===== src/hw/rtl/hcd_pkg.sv =====
// hcd_pkg: shared types, constants and helpers for the chunked body decoder
// no dependencies; imported by the interfaces and every decoder module
`default_nettype none

package hcd_pkg;

  localparam int unsigned SizeLineCharsDefault = 15;
  localparam int unsigned CapW = 21;
  localparam int unsigned CountW = 20;
  localparam int unsigned SizeW = 32;

  localparam logic [CapW-1:0] CapacityReset = CapW'(65536);
  localparam logic [CapW-1:0] MaxEmitCap = CapW'(1 << CountW);

  localparam logic [7:0] CrByte = 8'h0d;
  localparam logic [7:0] LfByte = 8'h0a;

  // why decoding ended
  typedef enum logic [1:0] {
    REASON_ZERO_SIZE = 2'd0,
    REASON_CAPACITY  = 2'd1,
    REASON_INPUT_END = 2'd2
  } reason_e;

  // decoder phases, one-hot
  typedef enum logic [4:0] {
    PH_SKIP_SIZE = 5'b00001,
    PH_SIZE_LINE = 5'b00010,
    PH_SKIP_DATA = 5'b00100,
    PH_DATA      = 5'b01000,
    PH_DONE      = 5'b10000
  } phase_e;

  typedef struct packed {
    logic [7:0] body_byte;
    logic       body_end;
  } hcd_item_t;

  typedef struct packed {
    logic [7:0]        out_byte;
    logic              byte_valid;
    logic              stream_done;
    logic [CountW-1:0] total_length;
    logic [1:0]        end_reason;
  } hcd_result_t;

  typedef struct packed {
    logic       is_hex;
    logic [3:0] nibble;
  } hex_digit_t;

  function automatic hex_digit_t hex_value(input logic [7:0] c);
    hex_digit_t h;
    h.is_hex = 1'b1;
    h.nibble = 4'd0;
    if (c >= 8'h30 && c <= 8'h39) begin
      h.nibble = c[3:0];
    end else if ((c >= 8'h61 && c <= 8'h66) || (c >= 8'h41 && c <= 8'h46)) begin
      h.nibble = 4'(c[2:0] + 3'd1) + 4'd8;
    end else begin
      h.is_hex = 1'b0;
    end
    return h;
  endfunction

endpackage

`default_nettype wire


===== src/hw/rtl/hcd_if.sv =====
// hcd channel interfaces: body input, decoded result output, capacity write
// depends on hcd_pkg for widths
`default_nettype none

interface hcd_body_if import hcd_pkg::*; ();
  logic       valid;
  logic       ready;
  logic [7:0] body_byte;
  logic       body_end;

  modport source (output valid, output body_byte, output body_end, input ready);
  modport sink (input valid, input body_byte, input body_end, output ready);
endinterface

interface hcd_result_if import hcd_pkg::*; ();
  logic              valid;
  logic              ready;
  logic [7:0]        out_byte;
  logic              byte_valid;
  logic              stream_done;
  logic [CountW-1:0] total_length;
  logic [1:0]        end_reason;

  modport source (output valid, output out_byte, output byte_valid, output stream_done,
                  output total_length, output end_reason, input ready);
  modport sink (input valid, input out_byte, input byte_valid, input stream_done,
                input total_length, input end_reason, output ready);
endinterface

interface hcd_cfg_if import hcd_pkg::*; ();
  logic            valid;
  logic            ready;
  logic [CapW-1:0] output_capacity;

  modport source (output valid, output output_capacity, input ready);
  modport sink (input valid, input output_capacity, output ready);
endinterface

`default_nettype wire


===== src/hw/rtl/hcd_in_stage.sv =====
// hcd_in_stage: input register holding one accepted body byte
// depends on hcd_pkg and hcd_body_if
`default_nettype none

module hcd_in_stage import hcd_pkg::*; (
  input  wire logic  clk_i,
  input  wire logic  rst_ni,
  hcd_body_if.sink   body_i,
  input  wire logic  advance_i,
  output logic       valid_o,
  output hcd_item_t  item_o
);

  logic      valid_q;
  hcd_item_t item_q;
  logic      take;

  assign body_i.ready = !valid_q || advance_i;
  assign take = body_i.valid && body_i.ready;

  always_ff @(posedge clk_i or negedge rst_ni) begin
    if (!rst_ni) begin
      valid_q <= 1'b0;
    end else if (take) begin
      valid_q <= 1'b1;
    end else if (advance_i) begin
      valid_q <= 1'b0;
    end
  end

  always_ff @(posedge clk_i) begin
    if (take) begin
      item_q.body_byte <= body_i.body_byte;
      item_q.body_end  <= body_i.body_end;
    end
  end

  assign valid_o = valid_q;
  assign item_o = item_q;

endmodule

`default_nettype wire


===== src/hw/rtl/hcd_decode.sv =====
// hcd_decode: framing state and single-pass next-state / result logic
// depends on hcd_pkg
`default_nettype none

module hcd_decode import hcd_pkg::*; #(
  parameter int unsigned SIZE_LINE_CHARS = SizeLineCharsDefault
) (
  input  wire logic            clk_i,
  input  wire logic            rst_ni,
  input  wire logic            valid_i,
  input  wire hcd_item_t       item_i,
  input  wire logic            advance_i,
  input  wire logic [CapW-1:0] capacity_i,
  output logic                 res_valid_o,
  output hcd_result_t          res_o
);

  localparam int unsigned CntW = $clog2(SIZE_LINE_CHARS + 1);
  localparam logic [CntW-1:0] LineLast = CntW'(SIZE_LINE_CHARS);

  phase_e            phase_q, phase_d;
  logic [SizeW-1:0]  acc_q, acc_d;
  logic [CntW-1:0]   cnt_q, cnt_d;
  logic              stop_q, stop_d;
  logic [SizeW-1:0]  rem_q, rem_d;
  logic [CountW-1:0] emit_q, emit_d;
  reason_e           reason_q, reason_d;

  logic [CapW-1:0]  cap_eff;
  logic             at_cap;
  logic             brk;
  logic             emitted;
  logic             line_work;
  logic             line_close;
  logic [SizeW-1:0] line_val;
  logic [SizeW-1:0] acc_new;
  logic [CntW-1:0]  cnt_inc;
  hex_digit_t       hex;

  assign cap_eff = (capacity_i > MaxEmitCap) ? MaxEmitCap : capacity_i;
  assign at_cap = ({1'b0, emit_q} + CapW'(1)) >= cap_eff;
  assign brk = (item_i.body_byte == CrByte) || (item_i.body_byte == LfByte);
  assign hex = hex_value(item_i.body_byte);
  assign cnt_inc = cnt_q + CntW'(1);

  always_comb begin
    phase_d    = phase_q;
    acc_d      = acc_q;
    cnt_d      = cnt_q;
    stop_d     = stop_q;
    rem_d      = rem_q;
    emit_d     = emit_q;
    reason_d   = reason_q;
    emitted    = 1'b0;
    line_work  = 1'b0;
    line_close = 1'b0;
    line_val   = acc_q;
    acc_new    = acc_q;

    if (valid_i && phase_q != PH_DONE) begin
      if (at_cap) begin
        phase_d  = PH_DONE;
        reason_d = REASON_CAPACITY;
      end else begin
        if (phase_q == PH_SKIP_SIZE && !brk) begin
          line_work = 1'b1;
        end
        if (phase_q == PH_SIZE_LINE) begin
          if (brk) begin
            line_close = 1'b1;
          end else begin
            line_work = 1'b1;
          end
        end
        if (line_work) begin
          phase_d = PH_SIZE_LINE;
          if (!stop_q) begin
            if (hex.is_hex) begin
              acc_new = {acc_q[SizeW-5:0], hex.nibble};
            end else begin
              stop_d = 1'b1;
            end
          end
          acc_d = acc_new;
          cnt_d = cnt_inc;
          if (cnt_inc == LineLast) begin
            line_close = 1'b1;
            line_val   = acc_new;
          end
        end
        if (line_close) begin
          acc_d  = '0;
          cnt_d  = '0;
          stop_d = 1'b0;
          if (line_val == '0) begin
            phase_d  = PH_DONE;
            reason_d = REASON_ZERO_SIZE;
          end else begin
            rem_d   = line_val;
            phase_d = PH_SKIP_DATA;
          end
        end
        if ((phase_q == PH_SKIP_DATA && !brk) || phase_q == PH_DATA) begin
          emitted = 1'b1;
          emit_d  = emit_q + CountW'(1);
          rem_d   = rem_q - SizeW'(1);
          phase_d = (rem_q == SizeW'(1)) ? PH_SKIP_SIZE : PH_DATA;
          // check capacity again after the byte is counted
          if (({1'b0, emit_q} + CapW'(2)) >= cap_eff) begin
            phase_d  = PH_DONE;
            reason_d = REASON_CAPACITY;
          end
        end
      end
    end

    res_valid_o        = valid_i && (emitted || item_i.body_end);
    res_o.out_byte     = emitted ? item_i.body_byte : 8'd0;
    res_o.byte_valid   = emitted;
    res_o.stream_done  = item_i.body_end;
    res_o.total_length = emit_d;
    res_o.end_reason   = !item_i.body_end ? REASON_ZERO_SIZE :
                         (phase_d == PH_DONE) ? reason_d : REASON_INPUT_END;

    // end of body: start the next run from reset values
    if (valid_i && item_i.body_end) begin
      phase_d  = PH_SKIP_SIZE;
      acc_d    = '0;
      cnt_d    = '0;
      stop_d   = 1'b0;
      rem_d    = '0;
      emit_d   = '0;
      reason_d = REASON_INPUT_END;
    end
  end

  always_ff @(posedge clk_i or negedge rst_ni) begin
    if (!rst_ni) begin
      phase_q  <= PH_SKIP_SIZE;
      acc_q    <= '0;
      cnt_q    <= '0;
      stop_q   <= 1'b0;
      rem_q    <= '0;
      emit_q   <= '0;
      reason_q <= REASON_INPUT_END;
    end else if (advance_i) begin
      phase_q  <= phase_d;
      acc_q    <= acc_d;
      cnt_q    <= cnt_d;
      stop_q   <= stop_d;
      rem_q    <= rem_d;
      emit_q   <= emit_d;
      reason_q <= reason_d;
    end
  end

`ifndef NO_ASSERTIONS
  a_line_count_bound: assert property (@(posedge clk_i) disable iff (!rst_ni)
    (phase_q == PH_SIZE_LINE) |-> (cnt_q < LineLast))
    else $error("size line count reached its limit without ending the line");

  a_data_left: assert property (@(posedge clk_i) disable iff (!rst_ni)
    (phase_q == PH_SKIP_DATA || phase_q == PH_DATA) |-> (rem_q != '0))
    else $error("data phase with no bytes remaining");

  a_result_cause: assert property (@(posedge clk_i) disable iff (!rst_ni)
    (res_valid_o && !item_i.body_end) |-> res_o.byte_valid)
    else $error("result without payload byte or end of body");

  a_end_clears: assert property (@(posedge clk_i) disable iff (!rst_ni)
    (advance_i && valid_i && item_i.body_end) |=>
      (phase_q == PH_SKIP_SIZE && emit_q == '0 && rem_q == '0))
    else $error("state not cleared after end of body");
`endif

endmodule

`default_nettype wire


===== src/hw/rtl/hcd_out_stage.sv =====
// hcd_out_stage: result register toward the downstream sink
// depends on hcd_pkg and hcd_result_if
`default_nettype none

module hcd_out_stage import hcd_pkg::*; (
  input  wire logic        clk_i,
  input  wire logic        rst_ni,
  input  wire logic        load_i,
  input  wire logic        res_valid_i,
  input  wire hcd_result_t res_i,
  output logic             space_o,
  hcd_result_if.source     result_o
);

  logic        valid_q;
  hcd_result_t res_q;

  assign space_o = !valid_q || result_o.ready;

  always_ff @(posedge clk_i or negedge rst_ni) begin
    if (!rst_ni) begin
      valid_q <= 1'b0;
    end else if (load_i) begin
      valid_q <= res_valid_i;
    end else if (result_o.ready) begin
      valid_q <= 1'b0;
    end
  end

  always_ff @(posedge clk_i) begin
    if (load_i && res_valid_i) begin
      res_q <= res_i;
    end
  end

  assign result_o.valid        = valid_q;
  assign result_o.out_byte     = res_q.out_byte;
  assign result_o.byte_valid   = res_q.byte_valid;
  assign result_o.stream_done  = res_q.stream_done;
  assign result_o.total_length = res_q.total_length;
  assign result_o.end_reason   = res_q.end_reason;

endmodule

`default_nettype wire


===== src/hw/rtl/http_chunked_decoder_top.sv =====
// http_chunked_decoder_top: chunked transfer decoder, body bytes in, payload out
// depends on hcd_pkg, hcd_if, hcd_in_stage, hcd_decode, hcd_out_stage
//
//   channel   dir  payload                                                  transfer when
//   body_i    in   body_byte[7:0], body_end                                 valid && ready
//   result_o  out  out_byte[7:0], byte_valid, stream_done,
//                  total_length[19:0], end_reason[1:0]                      valid && ready
//   cfg_i     in   output_capacity[20:0]                                    valid && ready
//
// one body byte per cycle sustained while result_o is ready; a byte waits in the input
// register, then its result is registered in the output register that drives result_o
// the size line, skip and data framing state updates in a single pass per byte
// reset clears the framing state and sets output_capacity to 65536
// a stalled result_o holds its register; body_i keeps taking bytes while the held
// byte still has room to move, i.e. only a full input plus a full output stalls
`default_nettype none

module http_chunked_decoder_top import hcd_pkg::*; #(
  parameter int unsigned SIZE_LINE_CHARS = SizeLineCharsDefault
) (
  input  wire logic    clk_i,
  input  wire logic    rst_ni,
  hcd_cfg_if.sink      cfg_i,
  hcd_body_if.sink     body_i,
  hcd_result_if.source result_o
);

  // capacity register, to be written only while idle; the block itself does not enforce this
  logic [CapW-1:0] cap_q;

  // pipeline handshake between the stages
  logic        item_valid;
  hcd_item_t   item;
  logic        out_space;
  logic        advance;
  logic        res_valid;
  hcd_result_t res;

  assign cfg_i.ready = 1'b1;

  always_ff @(posedge clk_i or negedge rst_ni) begin
    if (!rst_ni) begin
      cap_q <= CapacityReset;
    end else if (cfg_i.valid) begin
      cap_q <= cfg_i.output_capacity;
    end
  end

  // the held byte moves on when the result register can take its outcome;
  // bytes with no result still move so framing keeps pace
  assign advance = item_valid && out_space;

  hcd_in_stage u_in (
    .clk_i     (clk_i),
    .rst_ni    (rst_ni),
    .body_i    (body_i),
    .advance_i (advance),
    .valid_o   (item_valid),
    .item_o    (item)
  );

  hcd_decode #(
    .SIZE_LINE_CHARS (SIZE_LINE_CHARS)
  ) u_decode (
    .clk_i       (clk_i),
    .rst_ni      (rst_ni),
    .valid_i     (item_valid),
    .item_i      (item),
    .advance_i   (advance),
    .capacity_i  (cap_q),
    .res_valid_o (res_valid),
    .res_o       (res)
  );

  hcd_out_stage u_out (
    .clk_i       (clk_i),
    .rst_ni      (rst_ni),
    .load_i      (advance),
    .res_valid_i (res_valid),
    .res_i       (res),
    .space_o     (out_space),
    .result_o    (result_o)
  );

endmodule

`default_nettype wire


===== src/flat_wrapper.sv =====
// flat-port wrapper written by rule: the top's interface ports become plain ports
module http_chunked_decoder_top_flat import hcd_pkg::*;
#(
  parameter int unsigned SIZE_LINE_CHARS = SizeLineCharsDefault
)
  (clk_i, rst_ni, cfg_i_valid, cfg_i_output_capacity, cfg_i_ready, body_i_valid, body_i_body_byte, body_i_body_end, body_i_ready, result_o_valid, result_o_out_byte, result_o_byte_valid, result_o_stream_done, result_o_total_length, result_o_end_reason, result_o_ready);
  hcd_cfg_if cfg_i_i ();
  hcd_body_if body_i_i ();
  hcd_result_if result_o_i ();
  input  wire logic clk_i;
  input  wire logic rst_ni;
  input wire logic [$bits(cfg_i_i.valid)-1:0] cfg_i_valid;
  input wire logic [$bits(cfg_i_i.output_capacity)-1:0] cfg_i_output_capacity;
  output wire logic [$bits(cfg_i_i.ready)-1:0] cfg_i_ready;
  input wire logic [$bits(body_i_i.valid)-1:0] body_i_valid;
  input wire logic [$bits(body_i_i.body_byte)-1:0] body_i_body_byte;
  input wire logic [$bits(body_i_i.body_end)-1:0] body_i_body_end;
  output wire logic [$bits(body_i_i.ready)-1:0] body_i_ready;
  output wire logic [$bits(result_o_i.valid)-1:0] result_o_valid;
  output wire logic [$bits(result_o_i.out_byte)-1:0] result_o_out_byte;
  output wire logic [$bits(result_o_i.byte_valid)-1:0] result_o_byte_valid;
  output wire logic [$bits(result_o_i.stream_done)-1:0] result_o_stream_done;
  output wire logic [$bits(result_o_i.total_length)-1:0] result_o_total_length;
  output wire logic [$bits(result_o_i.end_reason)-1:0] result_o_end_reason;
  input wire logic [$bits(result_o_i.ready)-1:0] result_o_ready;
  assign cfg_i_i.valid = cfg_i_valid;
  assign cfg_i_i.output_capacity = cfg_i_output_capacity;
  assign cfg_i_ready = cfg_i_i.ready;
  assign body_i_i.valid = body_i_valid;
  assign body_i_i.body_byte = body_i_body_byte;
  assign body_i_i.body_end = body_i_body_end;
  assign body_i_ready = body_i_i.ready;
  assign result_o_valid = result_o_i.valid;
  assign result_o_out_byte = result_o_i.out_byte;
  assign result_o_byte_valid = result_o_i.byte_valid;
  assign result_o_stream_done = result_o_i.stream_done;
  assign result_o_total_length = result_o_i.total_length;
  assign result_o_end_reason = result_o_i.end_reason;
  assign result_o_i.ready = result_o_ready;
  http_chunked_decoder_top #(.SIZE_LINE_CHARS(SIZE_LINE_CHARS)) u_core (.clk_i(clk_i), .rst_ni(rst_ni), .cfg_i(cfg_i_i), .body_i(body_i_i), .result_o(result_o_i));
endmodule

===== config.mk =====
export PLATFORM = sky130hd
export DESIGN_NAME = http_chunked_decoder_top_flat
export DESIGN_NICKNAME = d
export VERILOG_FILES = /design/src/hw/rtl/hcd_pkg.sv /design/src/hw/rtl/hcd_if.sv /design/src/hw/rtl/hcd_in_stage.sv /design/src/hw/rtl/hcd_decode.sv /design/src/hw/rtl/hcd_out_stage.sv /design/src/hw/rtl/http_chunked_decoder_top.sv /design/src/flat_wrapper.sv
export SDC_FILE = /design/constraint.sdc
export NUM_CORES = 1
export LEC_CHECK = 0
export BUFFER_PORTS_ARGS = -buffer_cell sky130_fd_sc_hd__buf_2
export CAP_MARGIN = 20
export CORE_MARGIN = 2
export CORE_UTILIZATION = 45
export CTS_BUF_LIST = sky130_fd_sc_hd__clkbuf_4 sky130_fd_sc_hd__clkbuf_8 sky130_fd_sc_hd__clkbuf_16
export DETAILED_ROUTE_END_ITERATION = 8
export PLACE_DENSITY = 0.68
export REMOVE_ABC_BUFFERS = 1
export SYNTH_ARGS = -nofsm -noshare
export SYNTH_HDL_FRONTEND = slang
export SYNTH_HIERARCHICAL = 1
export SYNTH_SLANG_ARGS = --single-unit

===== constraint.sdc =====
create_clock -name clk_i -period 13.2 [get_ports clk_i]
set_input_delay 1.98 -clock clk_i [delete_from_list [all_inputs] [get_ports clk_i]]
set_output_delay 1.98 -clock clk_i [all_outputs]
set_load 0.1 [all_outputs]

Word-level counts from Yosys, hierarchy flattened
Cells that the tools add are included.
- $add $sub $neg: 7
- divide/modulo/power cells: 0
- mux-type cells: 73
- multiply operators: 0
- order comparisons: 9
- equal/unequal tests: 12
- shift-type cells: 0
- bitwise gates (word level): 0
- reduce and logical (&&, ||, !) cells: 29
- operators with widths (operator ; number):
    2-to-1 mux 32 bit ; 17
    2-to-1 mux 20 bit ; 4
    greater-or-equal comparator 21 bit ; 2
    2-to-1 mux 5 bit ; 8
    == test 32 x 1 -> 1 bit (second input constant) ; 1
    logical NOT 32 bit ; 1
    2-to-1 mux 4 bit ; 8
    subtractor 32 x 1 -> 32 bit (second input constant) ; 1
    2-to-1 mux 1 bit ; 27
    adder 20 x 1 -> 21 bit (second input constant) ; 1
    adder 20 x 2 -> 21 bit (second input constant) ; 1
    > comparator 21 bit (second input constant) ; 1
    2-to-1 mux 21 bit ; 1
    adder 20 x 1 -> 20 bit (second input constant) ; 1
    == test 8 x 4 -> 1 bit (second input constant) ; 2
    greater-or-equal comparator 8 x 7 -> 1 bit (second input constant) ; 2
    less-or-equal comparator 8 x 7 -> 1 bit (second input constant) ; 2
    2-to-1 mux 2 bit ; 8
    logical AND 1 bit ; 11
    greater-or-equal comparator 8 x 6 -> 1 bit (second input constant) ; 1
    less-or-equal comparator 8 x 6 -> 1 bit (second input constant) ; 1
    logical OR 1 bit ; 6
    nonzero test 2 bit ; 3
    nonzero test 3 bit ; 2
    other kinds (16) ; 18
- bits in read-only memories: 0
- flip-flop bits (word level): 160
- latch bits: 0
- memories kept: 0
- word-level logic and storage cells: 148
- input bits: 35
- memory bits (writable): 0

Logic depth before layout (Yosys ltp)
- depth in word-level cells: 20
- depth in mapped cells: 20
- mapped depth without buffers: 17

Modules after synthesis
The synthesis kept the hierarchy.
- modules (own cells, without submodules) (module ; cells an instance ; area an instance (µm²) ; times used):
    hcd_decode ; 927 ; 7536.0 ; 1
    hcd_out_stage ; 36 ; 1016.0 ; 1
    http_chunked_decoder_top ; 47 ; 878.3 ; 1
    hcd_in_stage ; 13 ; 324.1 ; 1

Worst setup path after synthesis
OpenSTA, ideal clock, no wires.
- kind: register to register
- start: reg u_core.u_decode.emit_q[2]
- end: reg u_core.u_out.res_q (netlist bit u_core/u_out/result_o.end_reason[1]) (data pin)
- stages on the path, launching flop included: 20
- required time: 12941 ps
- data arrival time: 5000 ps
- path slack: 7941 ps
- cells stage by stage: dfrtp_1 -> ha_1 -> nand3_1 -> nor4_1 -> and4_1 -> clkbuf_1 -> nand2_1 -> nor3_1 -> nand2_1 -> xnor2_1 -> ha_1 -> nand4_1 -> nor4_1 -> o311ai_1 -> and3_1 -> clkbuf_1 -> nand2_1 -> a21oi_1 -> or4_4 -> o31a_1
- word-level cells in the longest chain between the ends: 8
- elaborated cells between the ends (all ways): 14
- ends and longest elaborated chain (what ; RTL line ; text):
    start, declared ; hcd_decode.sv:26 ; logic [CountW-1:0] emit_q, emit_d;
    start signal, assigned ; hcd_decode.sv:152 ; emit_q <= emit_d;
    adder 20 x 2 -> 21 bit ; hcd_decode.sv:109 ; if (({1'b0, emit_q} + CapW'(2)) >= cap_eff) begin
    greater-or-equal comparator 21 bit ; hcd_decode.sv:109 ;
    2-to-1 mux 5 bit ; hcd_decode.sv:109 ;
    2-to-1 mux 5 bit ; hcd_decode.sv:103 ; if ((phase_q == PH_SKIP_DATA && !brk) || phase_q == PH_DATA) begin
    2-to-1 mux 5 bit ; hcd_decode.sv:61 ; if (at_cap) begin
    2-to-1 mux 5 bit ; hcd_decode.sv:60 ; if (valid_i && phase_q != PH_DONE) begin
    == test 5 bit ; hcd_decode.sv:123 ; (phase_d == PH_DONE) ? reason_d : REASON_INPUT_END;
    2-to-1 mux 2 bit * ; hcd_decode.sv:123 ;
    end signal, assigned ; hcd_out_stage.sv:32 ; res_q <= res_i;
    end, declared ; hcd_out_stage.sv:16 ; hcd_result_t res_q;
Mark *: on every way between the ends. The rest lies on a longest branch, timed or not.
A chain may end at the register's enable or synchronous reset.

Final worst setup path
- start: reg u_core.u_decode.emit_q[0]
- end: reg u_core.u_out.res_q (netlist bit u_core/u_out/result_o.end_reason[1]) (data pin)
Same word-level chain as after synthesis.

==> reports/qor.yml <==
status: "completed"
initial_core_util: 0.4611
gp_congestion: 0.8760
setup_violations: 0
die_w_um: 151.2
layout_common_cells: "116 x dfrtp_1, 106 x o21ai_0, 100 x nand2_1"
vias_per_cell: 5.976
final_cells: 1351
syn_inst: 1023
grt_max_degree: 64
finalWorstSetupSlack_ns: 7.536
final_util: 0.5133
holdBufCountCts: 0
totalWireLength_um: 25640
fp.dieH_um: 151.2
fin_nets: 1150
final_common_cell: "dfrtp_1"
hold_path_class: "flop to flop"
period_needed_ns: 5.664
synth.distinct_cells: 77
yosysSeqAreaShare: 0.4319
cts_setup_buffers: 0
synth_edf_count: 41
power_density_nw_per_um2: 123.6
critPathArrivalTime_ns: 5.84
wire_per_inst_um: 18.98
n_antenna_cell: 0
placed_cells: 1317
htreeDepth: 4
worst_slew_pin_slew_ns: 0.9011
place_worst_setup_slack_ns: 7.112
critical_path_class: "flop to flop"
maxSlewHeadroom: 0.3908
clock_latency_ns: 0.43
grt_pass1_vias: 7826
root_buffer: "clkbuf_16"
fmax_mhz: 176.6
start_kind: "flop"
route.antenna.remaining_nets: 0
syn_area_um2: 9754
place_area_um2: 10280
drt-initial-drc-count: 624
skew_ns: 0.01691
dp_hpwl_um: 17820
drv_slew: 0
cts_resized: 0
drc: 0
antenna_found_initial: 0
cts_tree: "built"
row_count: 53
design_area_um2: 10860
hold_viol: 0
cts_buffers: 17
grt_use_total: 0.2334
required_ns: 13.38
coreArea_um2: 21150
setup_tns_ns: 0
synth_seq_cells: 160
clockBufferDepth: 2
fin_crit_sh: 0.4291
syn_area_per_cell_um2: 9.535
fin_hold_ws_ns: 0.4777
yosys_warnings: 6
filler_cell_count: 1925
area_delta_synth_final_pct: 11.33
grt_pass1_wl_um: 41680
critPathCaptureType: "flop"
dieArea_um2: 22870
vias: 8074
overflow: 0
ys_dominant_reg_cell: "dfrtp_1"
static-leakage-power_nw: 4.636
synthArstFlopShare: 0.7438
drv_cap: 0
drive_above_1_share: 0.1571
clock_sinks: 160
drt-pass1-iter-count: 6
power.total_mw: 1.342
max-vdd-ir-drop_uv: 84.01
rsz0062_at_grt: "no"
port_buffers: 68
cts.clk_slew.worst_paths_ns: 0.06
worstPathMaxFanout: 12
ios: 70
-- cells in the mapped netlist (4+ instances only) --
cell	number	area, um^2
dfrtp_1	116	2903
o21ai_0	106	530.5
nand2_1	100	375.4
a21oi_1	79	395.4
nor2_1	73	274.0
ha_1	52	650.6
clkbuf_1	44	165.2
xnor2_1	42	367.9
edfxtp_1	41	1231
a22o_1	31	271.5
nand3_1	24	120.1
inv_1	23	86.33
nor3_1	23	115.1
nor4_1	21	131.4
mux2_4	20	300.3
o31ai_1	19	142.6
a31oi_1	18	112.6
xor2_1	15	131.4
and3_1	12	75.07
nand4_1	12	75.07
mux2_2	8	90.09
mux2i_1	8	80.08
buf_2	7	35.03
nand2b_1	7	43.79
o21a_1	7	52.55
a21o_1	6	45.04
nor2b_1	6	37.54
or2_2	6	37.54
or3_1	6	37.54
a211oi_1	5	37.54
o21bai_1	5	37.54
o22ai_1	5	31.28
and2_1	4	25.02
buf_1	4	15.01
nor3b_1	4	30.03
-- power by group --
group / internal (mW) / switching, mW
Combinational: 0.0890 / 0.190
Clock: 0.268 / 0.216
Sequential: 0.544 / 0.0354
-- layout make-up --
cell class | instances | area [um^2] | share of cell area
clock inverters | 13 | 126.4 | 0.01164
inverters | 24 | 90.09 | 0.008296
repair buffers | 81 | 439.2 | 0.04044
clock buffers | 19 | 440.4 | 0.04056
flip-flops and latches | 160 | 4213 | 0.3879
multi-input cells | 779 | 5206 | 0.4794
well taps | 275 | 344.1 | 0.03169
-- sequential cells by signal (all words and copies together) (netlist names) --
name / cells
u_core/u_decode/rem_q: 32
u_core/u_decode/phase_q: 5
u_core/u_out/result_o.valid: 1
u_core/u_out/result_o.out_byte: 8
u_core/u_out/result_o.total_length: 20
u_core/u_decode/stop_q: 1
u_core/u_in/valid_o: 1
u_core/u_decode/cnt_q: 4
u_core/u_decode/emit_q: 20
u_core/cap_q: 21
u_core/u_decode/reason_q: 2
u_core/u_decode/acc_q: 32
u_core/u_out/result_o.byte_valid: 1
u_core/u_out/result_o.end_reason: 2
u_core/u_in/item_o: 9
u_core/u_out/result_o.stream_done: 1
-- logic make-up after synthesis --
family / count (synthesis) / synth area share
and+or+nand+nor: 320 / 0.1637
AOI/OAI and AO/OA: 313 / 0.2020
DFF: 160 / 0.4319
buffers and inverters: 84 / 0.03591
xor gates and xnor gates: 57 / 0.05118
adders and majority gates: 52 / 0.06670
muxes: 36 / 0.04823
other: 1 / 0.0003844
-- worst paths after layout --
kind	end	start	slack, ns	depth (start not counted)
setup / recovery	u_core/u_out/result_o.end_reason[1]$_DFFE_PP_	u_core/u_decode/emit_q[0]$_DFFE_PN0P_	7.54	15
hold / removal	u_core/u_decode/reason_q[1]$_DFFE_PN1P_	u_core/u_decode/reason_q[1]$_DFFE_PN1P_	0.48	2
setup reg to reg	u_core/u_out/result_o.end_reason[1]$_DFFE_PP_	u_core/u_decode/emit_q[0]$_DFFE_PN0P_	7.54	15
hold reg to reg	u_core/u_decode/reason_q[1]$_DFFE_PN1P_	u_core/u_decode/reason_q[1]$_DFFE_PN1P_	0.48	2
max in group asynchronous	u_core/u_decode/cnt_q[3]$_DFFE_PN0P_	rst_ni	10.29	2
min in group asynchronous	u_core/cap_q[15]$_DFFE_PN0P_	rst_ni	1.58	1
-- per-layer routing --
metal	routed length, um	vias up	track usage	share of wire
met1	11870	3942	0.3338	0.46
li1	-	3839	-	-
met3	1596	27	0.05030	0.062
met4	344	0	0.05093	0.013
met5	0	-	0	0
met2	11820	266	0.3645	0.46
-- critical path, stage by stage (launching register included) --
cell and delay [ns]:
dfrtp_1 0.72, ha_1 0.34, nand3_1 0.22, nor2_1 0.36, nand3_1 0.36, or2_2 0.46, xnor2_1 0.14, ha_1 0.33
nand4_1 0.18, nor4_1 0.43, o311ai_1 0.27, and3_1 0.39, and3_1 0.25, o21a_1 0.11, or4_4 0.52, o31a_1 0.31
Power figures use the tool's default switching activity.
